File: src/rtl/rtdlin_pkg.sv
package rtdlin_pkg;
    localparam int TABLE_ENTRIES = 16;
    localparam int IDX_W = 4;
    localparam logic [1:0] REG_GAIN   = 2'd0;
    localparam logic [1:0] REG_OFFSET = 2'd1;
    localparam logic [1:0] REG_VREF   = 2'd2;
    localparam logic [1:0] REG_RUP    = 2'd3;
    localparam logic [31:0] GAIN_RST = 32'd65536;
    localparam logic [23:0] VREF_RST = 24'd3300000;
    localparam logic [31:0] RUP_RST  = 32'd1000000;

    typedef struct packed {
        logic        start;
        logic [63:0] num;
        logic [63:0] den;
    } t_div_req;
endpackage

File: src/rtl/rtd_divider_temperature_linearizer_top.sv
// An interpolated sample passes three multiplies, two divides and a table scan;
// faulted, clamped or equal-neighbor samples return sooner. One sample in flight;
// the next request is accepted the cycle after the result is registered. A table
// load is written while idle and does not leave the idle state.
// Reset (synchronous, active low) restores register defaults; table not cleared.
module rtd_divider_temperature_linearizer_top (
    input  logic        i_clk,
    input  logic        i_rst_n,
    input  logic        i_valid,
    output logic        o_stall,
    input  logic        i_kind,
    input  logic [15:0] i_adc_sample,
    input  logic [3:0]  i_entry_index,
    input  logic [31:0] i_entry_resistance,
    input  logic signed [23:0] i_entry_temperature,
    input  logic        i_cfg_valid,
    output logic        o_cfg_ready,
    input  logic [1:0]  i_cfg_index,
    input  logic [31:0] i_cfg_data,
    output logic        o_valid,
    input  logic        i_stall,
    output logic [31:0] o_resistance,
    output logic signed [23:0] o_temperature_fine,
    output logic signed [15:0] o_temperature_short,
    output logic        o_divider_fault,
    output logic        o_short_saturated
);
    localparam logic [3:0] S_IDLE   = 4'd0;
    localparam logic [3:0] S_MULV   = 4'd1;
    localparam logic [3:0] S_VCHK   = 4'd2;
    localparam logic [3:0] S_MULR   = 4'd3;
    localparam logic [3:0] S_DIVR   = 4'd4;
    localparam logic [3:0] S_SCAN   = 4'd5;
    localparam logic [3:0] S_MULT   = 4'd6;
    localparam logic [3:0] S_DIVT   = 4'd7;
    localparam logic [3:0] S_OUT    = 4'd8;
    localparam logic [3:0] S_SCANRD = 4'd9;

    logic [3:0]  r_state;
    logic [31:0] r_gain, r_rup;
    logic signed [31:0] r_off;
    logic [23:0] r_vref;
    logic [31:0] r_cres [rtdlin_pkg::TABLE_ENTRIES];
    logic signed [23:0] r_ctmp [rtdlin_pkg::TABLE_ENTRIES];

    logic [15:0] r_sample;
    logic signed [33:0] r_v;
    logic [31:0] r_r;
    logic        r_fault;
    logic [rtdlin_pkg::IDX_W-1:0] r_n;
    logic signed [24:0] r_y0;
    logic        r_neg;
    logic [31:0] r_den;
    logic signed [24:0] r_t;
    logic        r_ovalid;

    logic        w_mstart, w_mdone;
    logic [31:0] w_ma, w_mb;
    logic [63:0] w_mp;
    rtdlin_pkg::t_div_req w_dreq;
    logic        w_ddone;
    logic [63:0] w_dq;

    logic signed [34:0] w_v;
    logic [31:0] w_x0, w_x1;
    logic signed [24:0] w_dy;
    logic [24:0] w_mag;
    logic [rtdlin_pkg::IDX_W-1:0] w_n1;

    rtdlin_mul u_mul (.i_clk(i_clk), .i_rst_n(i_rst_n), .i_start(w_mstart),
        .i_a(w_ma), .i_b(w_mb), .o_done(w_mdone), .o_p(w_mp));
    rtdlin_div u_div (.i_clk(i_clk), .i_rst_n(i_rst_n), .i_req(w_dreq),
        .o_done(w_ddone), .o_q(w_dq));

    assign o_stall = (r_state != S_IDLE);
    assign o_cfg_ready = (r_state == S_IDLE);
    assign w_n1 = r_n + 1'b1;
    assign w_x0 = r_cres[r_n];
    assign w_x1 = r_cres[w_n1];
    assign w_dy = 25'(r_ctmp[w_n1]) - 25'(r_ctmp[r_n]);
    assign w_mag = w_dy[24] ? 25'(-w_dy) : 25'(w_dy);
    assign w_v = 35'(signed'({1'b0, w_mp[47:16]})) + 35'(r_off);

    always_comb begin
        w_mstart = 1'b0;
        w_ma = r_gain;
        w_mb = {16'd0, r_sample};
        w_dreq = '0;
        w_dreq.num = w_mp;
        w_dreq.den = 64'(r_den);
        unique case (r_state)
            S_IDLE: begin
                w_mstart = i_valid && !i_kind;
                w_mb = {16'd0, i_adc_sample};
            end
            S_VCHK: begin
                w_mstart = !r_fault;
                w_ma = r_rup;
                w_mb = r_v[31:0];
            end
            S_MULR: begin
                w_dreq.start = w_mdone;
                w_dreq.den = 64'(r_den);
            end
            S_SCAN: begin
                w_mstart = (r_r >= w_x0) && (r_r <= w_x1) && (w_x1 != w_x0);
                w_ma = {7'd0, w_mag};
                w_mb = r_r - w_x0;
            end
            S_MULT: w_dreq.start = w_mdone;
            default: ;
        endcase
    end

    always_ff @(posedge i_clk) begin
        if (!i_rst_n) begin
            r_state <= S_IDLE;
            r_gain <= rtdlin_pkg::GAIN_RST;
            r_off <= '0;
            r_vref <= rtdlin_pkg::VREF_RST;
            r_rup <= rtdlin_pkg::RUP_RST;
            r_ovalid <= 1'b0;
        end else begin
            if (i_cfg_valid && o_cfg_ready) begin
                unique case (i_cfg_index)
                    rtdlin_pkg::REG_GAIN:   r_gain <= i_cfg_data;
                    rtdlin_pkg::REG_OFFSET: r_off <= i_cfg_data;
                    rtdlin_pkg::REG_VREF:   r_vref <= i_cfg_data[23:0];
                    rtdlin_pkg::REG_RUP:    r_rup <= i_cfg_data;
                    default: ;
                endcase
            end
            unique case (r_state)
                S_IDLE: if (i_valid) begin
                    if (i_kind) begin
                        r_cres[i_entry_index] <= i_entry_resistance;
                        r_ctmp[i_entry_index] <= i_entry_temperature;
                    end else begin
                        r_sample <= i_adc_sample;
                        r_state <= S_MULV;
                    end
                end
                S_MULV: if (w_mdone) begin
                    r_v <= w_v[33:0];
                    r_fault <= (w_v <= 35'sd0) || (w_v >= 35'(r_vref));
                    r_den <= 32'(35'(r_vref) - w_v);
                    r_state <= S_VCHK;
                end
                S_VCHK: begin
                    r_n <= '0;
                    if (r_fault) begin
                        r_r <= '0;
                        r_state <= S_SCANRD;
                    end else r_state <= S_MULR;
                end
                S_MULR: if (w_mdone) r_state <= S_DIVR;
                S_DIVR: if (w_ddone) begin
                    r_r <= (w_dq[63:32] != 32'd0) ? 32'hFFFF_FFFF : w_dq[31:0];
                    r_state <= S_SCANRD;
                end
                S_SCANRD: begin
                    if (r_r < r_cres[0]) begin
                        r_t <= 25'(r_ctmp[0]);
                        r_state <= S_OUT;
                    end else if (r_r > r_cres[rtdlin_pkg::TABLE_ENTRIES-1]) begin
                        r_t <= 25'(r_ctmp[rtdlin_pkg::TABLE_ENTRIES-1]);
                        r_state <= S_OUT;
                    end else r_state <= S_SCAN;
                end
                S_SCAN: begin
                    if (r_r >= w_x0 && r_r <= w_x1) begin
                        r_y0 <= 25'(r_ctmp[r_n]);
                        r_neg <= w_dy[24];
                        r_den <= w_x1 - w_x0;
                        if (w_x1 == w_x0) begin
                            r_t <= 25'(r_ctmp[r_n]);
                            r_state <= S_OUT;
                        end else r_state <= S_MULT;
                    end else if (w_n1 == 4'(rtdlin_pkg::TABLE_ENTRIES-1)) begin
                        r_t <= '0;
                        r_state <= S_OUT;
                    end else r_n <= w_n1;
                end
                S_MULT: if (w_mdone) r_state <= S_DIVT;
                S_DIVT: if (w_ddone) begin
                    r_t <= r_neg ? r_y0 - 25'(w_dq[24:0]) : r_y0 + 25'(w_dq[24:0]);
                    r_state <= S_OUT;
                end
                S_OUT: begin
                    if (!r_ovalid || !i_stall) begin
                        o_resistance <= r_r;
                        o_temperature_fine <= r_t[23:0];
                        o_divider_fault <= r_fault;
                        if (r_t > 25'sd32767) begin
                            o_temperature_short <= 16'sh7FFF;
                            o_short_saturated <= 1'b1;
                        end else if (r_t < -25'sd32768) begin
                            o_temperature_short <= 16'sh8000;
                            o_short_saturated <= 1'b1;
                        end else begin
                            o_temperature_short <= r_t[15:0];
                            o_short_saturated <= 1'b0;
                        end
                        r_ovalid <= 1'b1;
                        r_state <= S_IDLE;
                    end
                end
                default: r_state <= S_IDLE;
            endcase
            if (r_ovalid && !i_stall && !(r_state == S_OUT)) r_ovalid <= 1'b0;
        end
    end

    assign o_valid = r_ovalid;

`ifndef SYNTHESIS
    a_no_accept_busy: assert property (@(posedge i_clk) disable iff (!i_rst_n)
        (r_state != S_IDLE) |-> o_stall) else $error("accept while busy");
    a_out_hold: assert property (@(posedge i_clk) disable iff (!i_rst_n)
        r_ovalid && i_stall |=> r_ovalid) else $error("result dropped");
    a_fault_zero: assert property (@(posedge i_clk) disable iff (!i_rst_n)
        r_state == S_SCAN && r_fault |-> r_r == 32'd0) else $error("fault r");
`endif
endmodule

File: src/rtl/rtdlin_mul.sv
// Shift-add multiplier: one multiplier bit per cycle.
module rtdlin_mul (
    input  logic        i_clk,
    input  logic        i_rst_n,
    input  logic        i_start,
    input  logic [31:0] i_a,
    input  logic [31:0] i_b,
    output logic        o_done,
    output logic [63:0] o_p
);
    logic [63:0] r_acc, n_acc;
    logic [63:0] r_a, n_a;
    logic [31:0] r_b, n_b;
    logic [5:0]  r_cnt, n_cnt;
    logic        r_busy, n_busy;
    logic        r_done, n_done;

    always_comb begin
        n_acc = r_acc;
        n_a = r_a;
        n_b = r_b;
        n_cnt = r_cnt;
        n_busy = r_busy;
        n_done = 1'b0;
        if (i_start) begin
            n_acc = '0;
            n_a = {32'd0, i_a};
            n_b = i_b;
            n_cnt = '0;
            n_busy = 1'b1;
        end else if (r_busy) begin
            if (r_b[0]) n_acc = r_acc + r_a;
            n_a = {r_a[62:0], 1'b0};
            n_b = {1'b0, r_b[31:1]};
            n_cnt = r_cnt + 6'd1;
            if (r_cnt == 6'd31) begin
                n_busy = 1'b0;
                n_done = 1'b1;
            end
        end
    end

    always_ff @(posedge i_clk) begin
        if (!i_rst_n) begin
            r_busy <= 1'b0;
            r_done <= 1'b0;
        end else begin
            r_busy <= n_busy;
            r_done <= n_done;
        end
        r_acc <= n_acc;
        r_a <= n_a;
        r_b <= n_b;
        r_cnt <= n_cnt;
    end

    assign o_done = r_done;
    assign o_p = r_acc;

`ifndef SYNTHESIS
    a_done_pulse: assert property (@(posedge i_clk) disable iff (!i_rst_n)
        r_done |=> !r_done) else $error("mul done not a pulse");
    a_busy_done: assert property (@(posedge i_clk) disable iff (!i_rst_n)
        r_done |-> !r_busy) else $error("mul done while busy");
    a_cnt_range: assert property (@(posedge i_clk) disable iff (!i_rst_n)
        r_busy |-> r_cnt < 6'd32) else $error("mul count overrun");
`endif
endmodule

File: src/rtl/rtdlin_div.sv
// Restoring divider: one quotient bit per cycle.
module rtdlin_div (
    input  logic                  i_clk,
    input  logic                  i_rst_n,
    input  rtdlin_pkg::t_div_req  i_req,
    output logic                  o_done,
    output logic [63:0]           o_q
);
    logic [63:0] r_q, n_q;
    logic [64:0] r_rem, n_rem;
    logic [63:0] r_den;
    logic [6:0]  r_cnt, n_cnt;
    logic        r_busy, n_busy;
    logic        r_done, n_done;
    logic [64:0] w_try;

    always_comb begin
        n_q = r_q;
        n_rem = r_rem;
        n_cnt = r_cnt;
        n_busy = r_busy;
        n_done = 1'b0;
        w_try = {r_rem[63:0], r_q[63]};
        if (i_req.start) begin
            n_q = i_req.num;
            n_rem = '0;
            n_cnt = '0;
            n_busy = 1'b1;
        end else if (r_busy) begin
            if (w_try >= {1'b0, r_den}) begin
                n_rem = w_try - {1'b0, r_den};
                n_q = {r_q[62:0], 1'b1};
            end else begin
                n_rem = w_try;
                n_q = {r_q[62:0], 1'b0};
            end
            n_cnt = r_cnt + 7'd1;
            if (r_cnt == 7'd63) begin
                n_busy = 1'b0;
                n_done = 1'b1;
            end
        end
    end

    always_ff @(posedge i_clk) begin
        if (!i_rst_n) begin
            r_busy <= 1'b0;
            r_done <= 1'b0;
        end else begin
            r_busy <= n_busy;
            r_done <= n_done;
        end
        r_q <= n_q;
        r_rem <= n_rem;
        r_cnt <= n_cnt;
        if (i_req.start) r_den <= i_req.den;
    end

    assign o_done = r_done;
    assign o_q = r_q;

`ifndef SYNTHESIS
    a_done_pulse: assert property (@(posedge i_clk) disable iff (!i_rst_n)
        r_done |=> !r_done) else $error("div done not a pulse");
    a_rem_lt: assert property (@(posedge i_clk) disable iff (!i_rst_n)
        r_busy && r_den != 64'd0 |-> r_rem < {1'b0, r_den})
        else $error("div remainder too large");
    a_cnt_range: assert property (@(posedge i_clk) disable iff (!i_rst_n)
        r_busy |-> r_cnt < 7'd64) else $error("div count overrun");
`endif
endmodule
File: config.mk
export PLATFORM = sky130hd
export DESIGN_NAME = rtd_divider_temperature_linearizer_top
export DESIGN_NICKNAME = d
export VERILOG_FILES = /design/src/rtl/rtdlin_pkg.sv /design/src/rtl/rtd_divider_temperature_linearizer_top.sv /design/src/rtl/rtdlin_mul.sv /design/src/rtl/rtdlin_div.sv
export SDC_FILE = /design/constraint.sdc
export NUM_CORES = 2
export LEC_CHECK = 0
export BUFFER_PORTS_ARGS = -buffer_cell sky130_fd_sc_hd__buf_2
export CORE_ASPECT_RATIO = 0.75
export CORE_MARGIN = 4
export CORE_UTILIZATION = 36
export DETAILED_ROUTE_END_ITERATION = 7
export PLACE_DENSITY_LB_ADDON = 0.3
export SLEW_MARGIN = 20
export SYNTH_ARGS = -nofsm -noshare
export SYNTH_HDL_FRONTEND = slang
export SYNTH_HIERARCHICAL = 1
export SYNTH_SLANG_ARGS = --single-unit
File: constraint.sdc
create_clock -name i_clk -period 12.8 [get_ports i_clk]
set_clock_uncertainty 0.15 [all_clocks]
set_input_delay 2.56 -clock i_clk [delete_from_list [all_inputs] [get_ports i_clk]]
set_output_delay 2.56 -clock i_clk [all_outputs]
set_load 0.1 [all_outputs]
After elaboration in Yosys (flattened, before gate mapping) --
Memory sizes are Yosys's and may differ from the RTL's. A register that Yosys moved wholly into a read port is not among the register bits. Index checks and enable logic that the tools add are counted.
Word-level totals: bits in registers 703, RAM bits 896, bits of input ports 116, output and inout bits 77, logic and storage cells 198, memories kept 2
Memory list:
- r_cres | depth 16, bits a word 32, rd ports 4, clocked after memory_dff 1, write ports 1, RTL line rtd_divider_temperature_linearizer_top.sv:43 | logic [31:0] r_cres [rtdlin_pkg::TABLE_ENTRIES];
- r_ctmp | depth 16, bits a word 24, rd ports 4, clocked after memory_dff 1, write ports 1, RTL line rtd_divider_temperature_linearizer_top.sv:44 | logic signed [23:0] r_ctmp [rtdlin_pkg::TABLE_ENTRIES];
Cells by class: $add $sub $neg 13, order comparisons 9, eq/ne operators 32, muxes and demuxes 63, bitwise logic cells 4, reduce and logical (&&, ||, !) cells 42
Operators with widths (count):
- $mux 32 | 9
- $mux 25 | 8
- $mux 64 | 3
- $pmux 32 s2 | 3
- $pmux 32 s3 | 1
- $pmux 25 s3 | 1
- $mux 4 | 18
- $ge 65x32->1 | 1
- $add 64x64->64 | 1
- $sub 32x32->32 | 2
- $sub 64x32->64 | 1
- $pmux 4 s10 | 1
- $ge 35x24->1 | 1
- $add 33x32->34 | 1
- $le 34x1->1 const B | 1
- $eq 32x32->1 | 1
- $ge 32x32->1 | 1
- $gt 32x32->1 | 1
- $le 32x32->1 | 1
- $lt 32x32->1 | 1
- $ne 32x32->1 | 1
- $reduce_bool 32->1 | 1
- $sub 25x32->32 | 1
- $add 25x25->25 | 1
- other kinds (39) | 102

Logic depth before layout (Yosys ltp) --
An unclocked memory read counts as a cell.
depth after elaboration 7, depth in mapped cells 29, mapped depth without buffers 21

Modules after synthesis --
The synthesis kept the hierarchy.
By module, submodules not included:
- rtd_divider_temperature_linearizer_top | times used 1, cells each 4807, area each 68020.2 µm², sequential area each 36725.2 µm²
- rtdlin_div | times used 1, cells each 1224, area each 11961.5 µm², sequential area each 5305.1 µm²
- rtdlin_mul | times used 1, cells each 1161, area each 10622.7 µm², sequential area each 4003.8 µm²

Worst setup path after synthesis --
Ideal clock, no wire load.
path type register -> register, from reg r_n[0] (netlist bit), to reg u_mul.r_a[0], enable pin, setup time 394 ps, arrival 7867 ps, data required time 12256 ps, setup slack 4389 ps, stages on the path, launching flop included 26, path buffers 10, clock period less this slack 8411 ps, cells stage by stage edfxtp_1 buf_1 buf_1 buf_1 inv_1 ha_1 clkbuf_1 clkbuf_1 clkbuf_1 mux4_2 mux4_2 inv_1 ha_1 or4_1 o211ai_1 a21oi_1 or4b_1 a221oi_1 o21a_1 buf_2 nor3b_1 or2_2 clkbuf_1 buf_1 clkbuf_1 or2_2
On the way: longest elaborated chain between the ends 7, elaborated cells on any way between the ends 8, classes of those cells add/sub: 1; order compare: 1; eq/ne: 1; mux: 1; reduce/logical: 3; memory: 1
RTL lines:
- start, declared | RTL line rtd_divider_temperature_linearizer_top.sv:50 | logic [rtdlin_pkg::IDX_W-1:0] r_n;
- start signal, assigned | RTL line rtd_divider_temperature_linearizer_top.sv:182 | end else r_n <= w_n1;
- $add 4x1->4 (*) | RTL line rtd_divider_temperature_linearizer_top.sv:77 | assign w_n1 = r_n + 1'b1;
- $mem_v2 16x32 (*)
- $le 32x32->1 | RTL line rtd_divider_temperature_linearizer_top.sv:106 | w_mstart = (r_r >= w_x0) && (r_r <= w_x1) && (w_x1 != w_x0);
- $logic_and 1x1->1 | RTL line rtd_divider_temperature_linearizer_top.sv:106
- $logic_and 1x1->1 (*) | RTL line rtd_divider_temperature_linearizer_top.sv:106
- $pmux 1 s3 (*) | RTL line rtd_divider_temperature_linearizer_top.sv:91 | unique case (r_state)
- via w_mstart | RTL line rtd_divider_temperature_linearizer_top.sv:57 | logic w_mstart, w_mdone;
- $reduce_bool 2->1 (no source line) (*)
- end signal, assigned | RTL line rtdlin_mul.sv:52 | r_a <= n_a;
- end, declared | RTL line rtdlin_mul.sv:12 | logic [63:0] r_a, n_a;
Mark *: on every way through the listed nets, which the timed path passes. The rest lies on a longest branch. A chain may end at the register's enable or synchronous reset.

Worst setup path in the final report --
from reg r_n[0] (netlist bit), to reg u_mul.r_b[26], enable pin
On the way: longest elaborated chain between the ends 7, elaborated cells on any way between the ends 8, classes of those cells add/sub: 1; order compare: 1; eq/ne: 1; mux: 1; reduce/logical: 3; memory: 1
RTL lines:
- $add 4x1->4 (*) | RTL line rtd_divider_temperature_linearizer_top.sv:77
- $mem_v2 16x32 (*)
- $le 32x32->1 | RTL line rtd_divider_temperature_linearizer_top.sv:106
- $logic_and 1x1->1 | RTL line rtd_divider_temperature_linearizer_top.sv:106
- $logic_and 1x1->1 (*) | RTL line rtd_divider_temperature_linearizer_top.sv:106
- $pmux 1 s3 (*) | RTL line rtd_divider_temperature_linearizer_top.sv:91
- via w_mstart | RTL line rtd_divider_temperature_linearizer_top.sv:57
- $reduce_bool 2->1 (no source line) (*)
- end signal, assigned | RTL line rtdlin_mul.sv:53 | r_b <= n_b;
- end, declared | RTL line rtdlin_mul.sv:13 | logic [31:0] r_b, n_b;
Marked as above.

==> summary.txt <==
P per Cell Area = 160 nW/um^2
Io pins = 193
Multi-input gate area = 41900 um^2
Initial antenna violation count = 54
Main area contributors after synthesis = edfxtp_1 (44%), mux4_2 (14%), dfxtp_1 (6.8%)
Postcts setup bufs = 0
Clock latency on the worst-skew pair = 870 ps
Starting DRC count in detailed routing = 7029
Wirelength per Cell = 27.3 um
Filler Cell Count = 23300
Mapped Cells = 7192
Slew @ Worst Pin = 1130 ps
Number of flops mapped to enable cells by yosys = 1329
Vias per Instance = 5.95
Post-cts resize count = 0
Top-area cell type share of the netlist area = 0.440
H-Tree Depth = 4
Final setup viols = 0
Total gr overflow = 0
Synth async-reset ratio = 0
Run status = finished, final reports clean
GRT Total Usage = 0.217
Slew Viols, Final = 0
Die Y-Extent = 442 um
Crit. End Element = register
Core area = 250000 um^2
Synth area leader = edfxtp_1
Mean Syn Cell Area = 12.6 um^2
Most frequent cell after synthesis = edfxtp_1
Die footprint = 260000 um^2
Root Driver = clkbuf_16
Fmax = 0.108 GHz
Tcrit/Tclk final = 0.722
Min cycle time layout = 9240 ps
Max-cap viol count = 0
Drt drc = 0
Die width = 587 um
Initial Utilization = 0.362
Max Root-Sink Buffers = 4
Leakage = 35.6 nW
CP max stage delay = 1060 ps
Global-route wire length before repair = 424000 um
CP delay by family, top = simple AND/OR/NAND/NOR gates
Register area share after synthesis = 0.508
1st-pass router iterations = 6
Synth Register Bits = 1635
Post-DP Area = 95200 um^2
Most common library cells after synthesis = edfxtp_1 (1329), nand2_1 (625), mux4_2 (555)
TritonCTS clock tree = built
Nets = 7829
Critical Path, Cell by Cell = buf_6 > inv_1 > ha_4 > buf_12 > mux4_2 > mux4_2 > inv_1 > ha_1 > a21o_1 > a21o_1 > a21oi_1 > nor3_1 > or4b_1 > a221oi_1 > o21a_1 > buf_4 > nor3b_1 > or2_4 > or2_2 > buf_4
Clock sink count = 1635
FF+latch area = 46100 um^2
Post-CTS Hold Buffers = 0
Setup TNS = 0 ps
Slowest CP cell = ha_4
YS warnings = 6
Synth-to-Final Area Change = 11.2%
Main synth FF type = edfxtp_1
R2R setup slack = 3560 ps
Share of cells above drive strength 1 = 0.184
Critical path class = register to register
Worst hold-check path type = register to register
Endpoints failing hold = 0
Synthesized area = 90600 um^2
Slew headroom = 0.244
Number of buffers created by CTS = 177
Setup crit start kind = register
Vias in the first global route = 60900
# rows = 159
Worst endpoint required time = 13110 ps
GP Congestion = 0.914
Routed Antenna Nets = 0
Worst VDD drop = 0.0000988 V
Total routed wirelength = 293000 um
Clock-pin slew on the worst setup and hold paths = 60 ps
Largest net degree at the start of global routing = 122
IO Port Bufs = 192
CP Buf/Inv Count = 6
Unrepaired setup endpoints after global routing = false
Final non-filler cell area = 101000 um^2
Netlist cell types = 117
Post-DP HPWL = 199000 um
Crit path DAT = 9560 ps
Crit-path max FO = 121
Routed vias = 63900
==> state kept, by name (all words and copies together), names as in the netlist, 24 cells and up, named ones only <==
name	flops
u_mul/r_b	32
r_y0	24
r_ctmp	384
r_cres	512
r_gain	32
r_r	32
o_resistance	32
r_off	32
r_vref	24
r_t	25
u_div/r_rem	64
o_temperature_fine	24
r_v	32
u_mul/r_a	64
u_div/o_q	64
r_den	32
u_div/r_den	64
u_mul/o_p	64
r_rup	32
==> path summary, 6_finish.rpt <==
kind | end | cells after the start | startpoint
worst min register to register | u_div/r_den[3] | 0 | r_den[3]
worst max register to register | u_mul/r_b[26] | 20 | r_n[0]
worst min-delay path | u_div/r_den[3] | 0 | r_den[3]
worst max-delay path | u_mul/r_b[26] | 20 | r_n[0]
==> cells in the final DEF, fill, tap and decap left out, types with 89 or more instances in the layout <==
master / n
xnor2_1: 154
edfxtp_1: 1329
nor2_1: 392
a211oi_1: 89
nand4_1: 105
ha_1: 419
nand2_1: 622
buf_2: 191
clkbuf_16: 182
dfxtp_1: 300
a21boi_0: 115
inv_1: 360
a21oi_1: 449
a21o_1: 149
mux2_2: 145
nand3_1: 105
o21ai_0: 275
xor2_1: 130
mux4_2: 555
==> per-stage QoR <==
step / hold WS [ps] / setup WS, ps / total power [mW] / util / std cells
floorplan: 250 / 4390 / 9.59 / - / 7223
global placement: 251 / 3560 / 11.1 / 0.380 / 10400
detailed placement: 255 / 3310 / 11.1 / 0.380 / 10400
CTS: 240 / 3300 / 16.2 / 0.402 / 10700
global route: 256 / 3140 / 16.8 / 0.402 / 10700
finish: 233 / 3560 / 16.1 / 0.402 / 10700
==> logic make-up after synthesis <==
group | after synthesis | synth area share
compound gates | 1595 | 0.117
xor+xnor | 286 | 0.0276
fa+ha+maj | 428 | 0.0598
buf+inv | 763 | 0.0335
flops | 1635 | 0.508
mux | 789 | 0.166
other cells | 1 | 0.0000414
simple gates | 1695 | 0.0886
==> worst register-to-register path, stage by stage, from the launching register on <==
cell and delay (ps):
edfxtp_1 340, buf_6 620, inv_1 200, ha_4 1060, buf_12 620, mux4_2 560, mux4_2 550, inv_1 90
ha_1 240, a21o_1 190, a21o_1 180, a21oi_1 210, nor3_1 70, or4b_1 510, a221oi_1 270, o21a_1 200
buf_4 320, nor3b_1 460, or2_4 620, or2_2 790, buf_4 570
==> cell type report <==
class | count | area share
inverter | 362 | 0.0135
clock inverter | 75 | 0.00641
tap | 3300 | 0.0410
timing repair buffer | 284 | 0.0172
multi-input combinational | 4825 | 0.416
sequential | 1635 | 0.457
antenna | 21 | 0.000522
clock buffer | 235 | 0.0484
==> layer usage <==
layer / vias to the layer above / track usage / part of all wire
met5: - / 0 / 0.0013
met2: 3101 / 0.324 / 0.44
met3: 501 / 0.0404 / 0.085
met4: 14 / 0.0734 / 0.035
li1: 27900 / - / -
met1: 32400 / 0.317 / 0.44
==> power breakdown <==
group	switching (mW)	total, mW	internal [mW]	leakage, nW
clock	2.19	5.03	2.84	2.66
combinational	3.02	4.79	1.76	18.4
sequential	0.250	6.30	6.05	14.5
No activity file was read; power rests on OpenSTA's default activity.
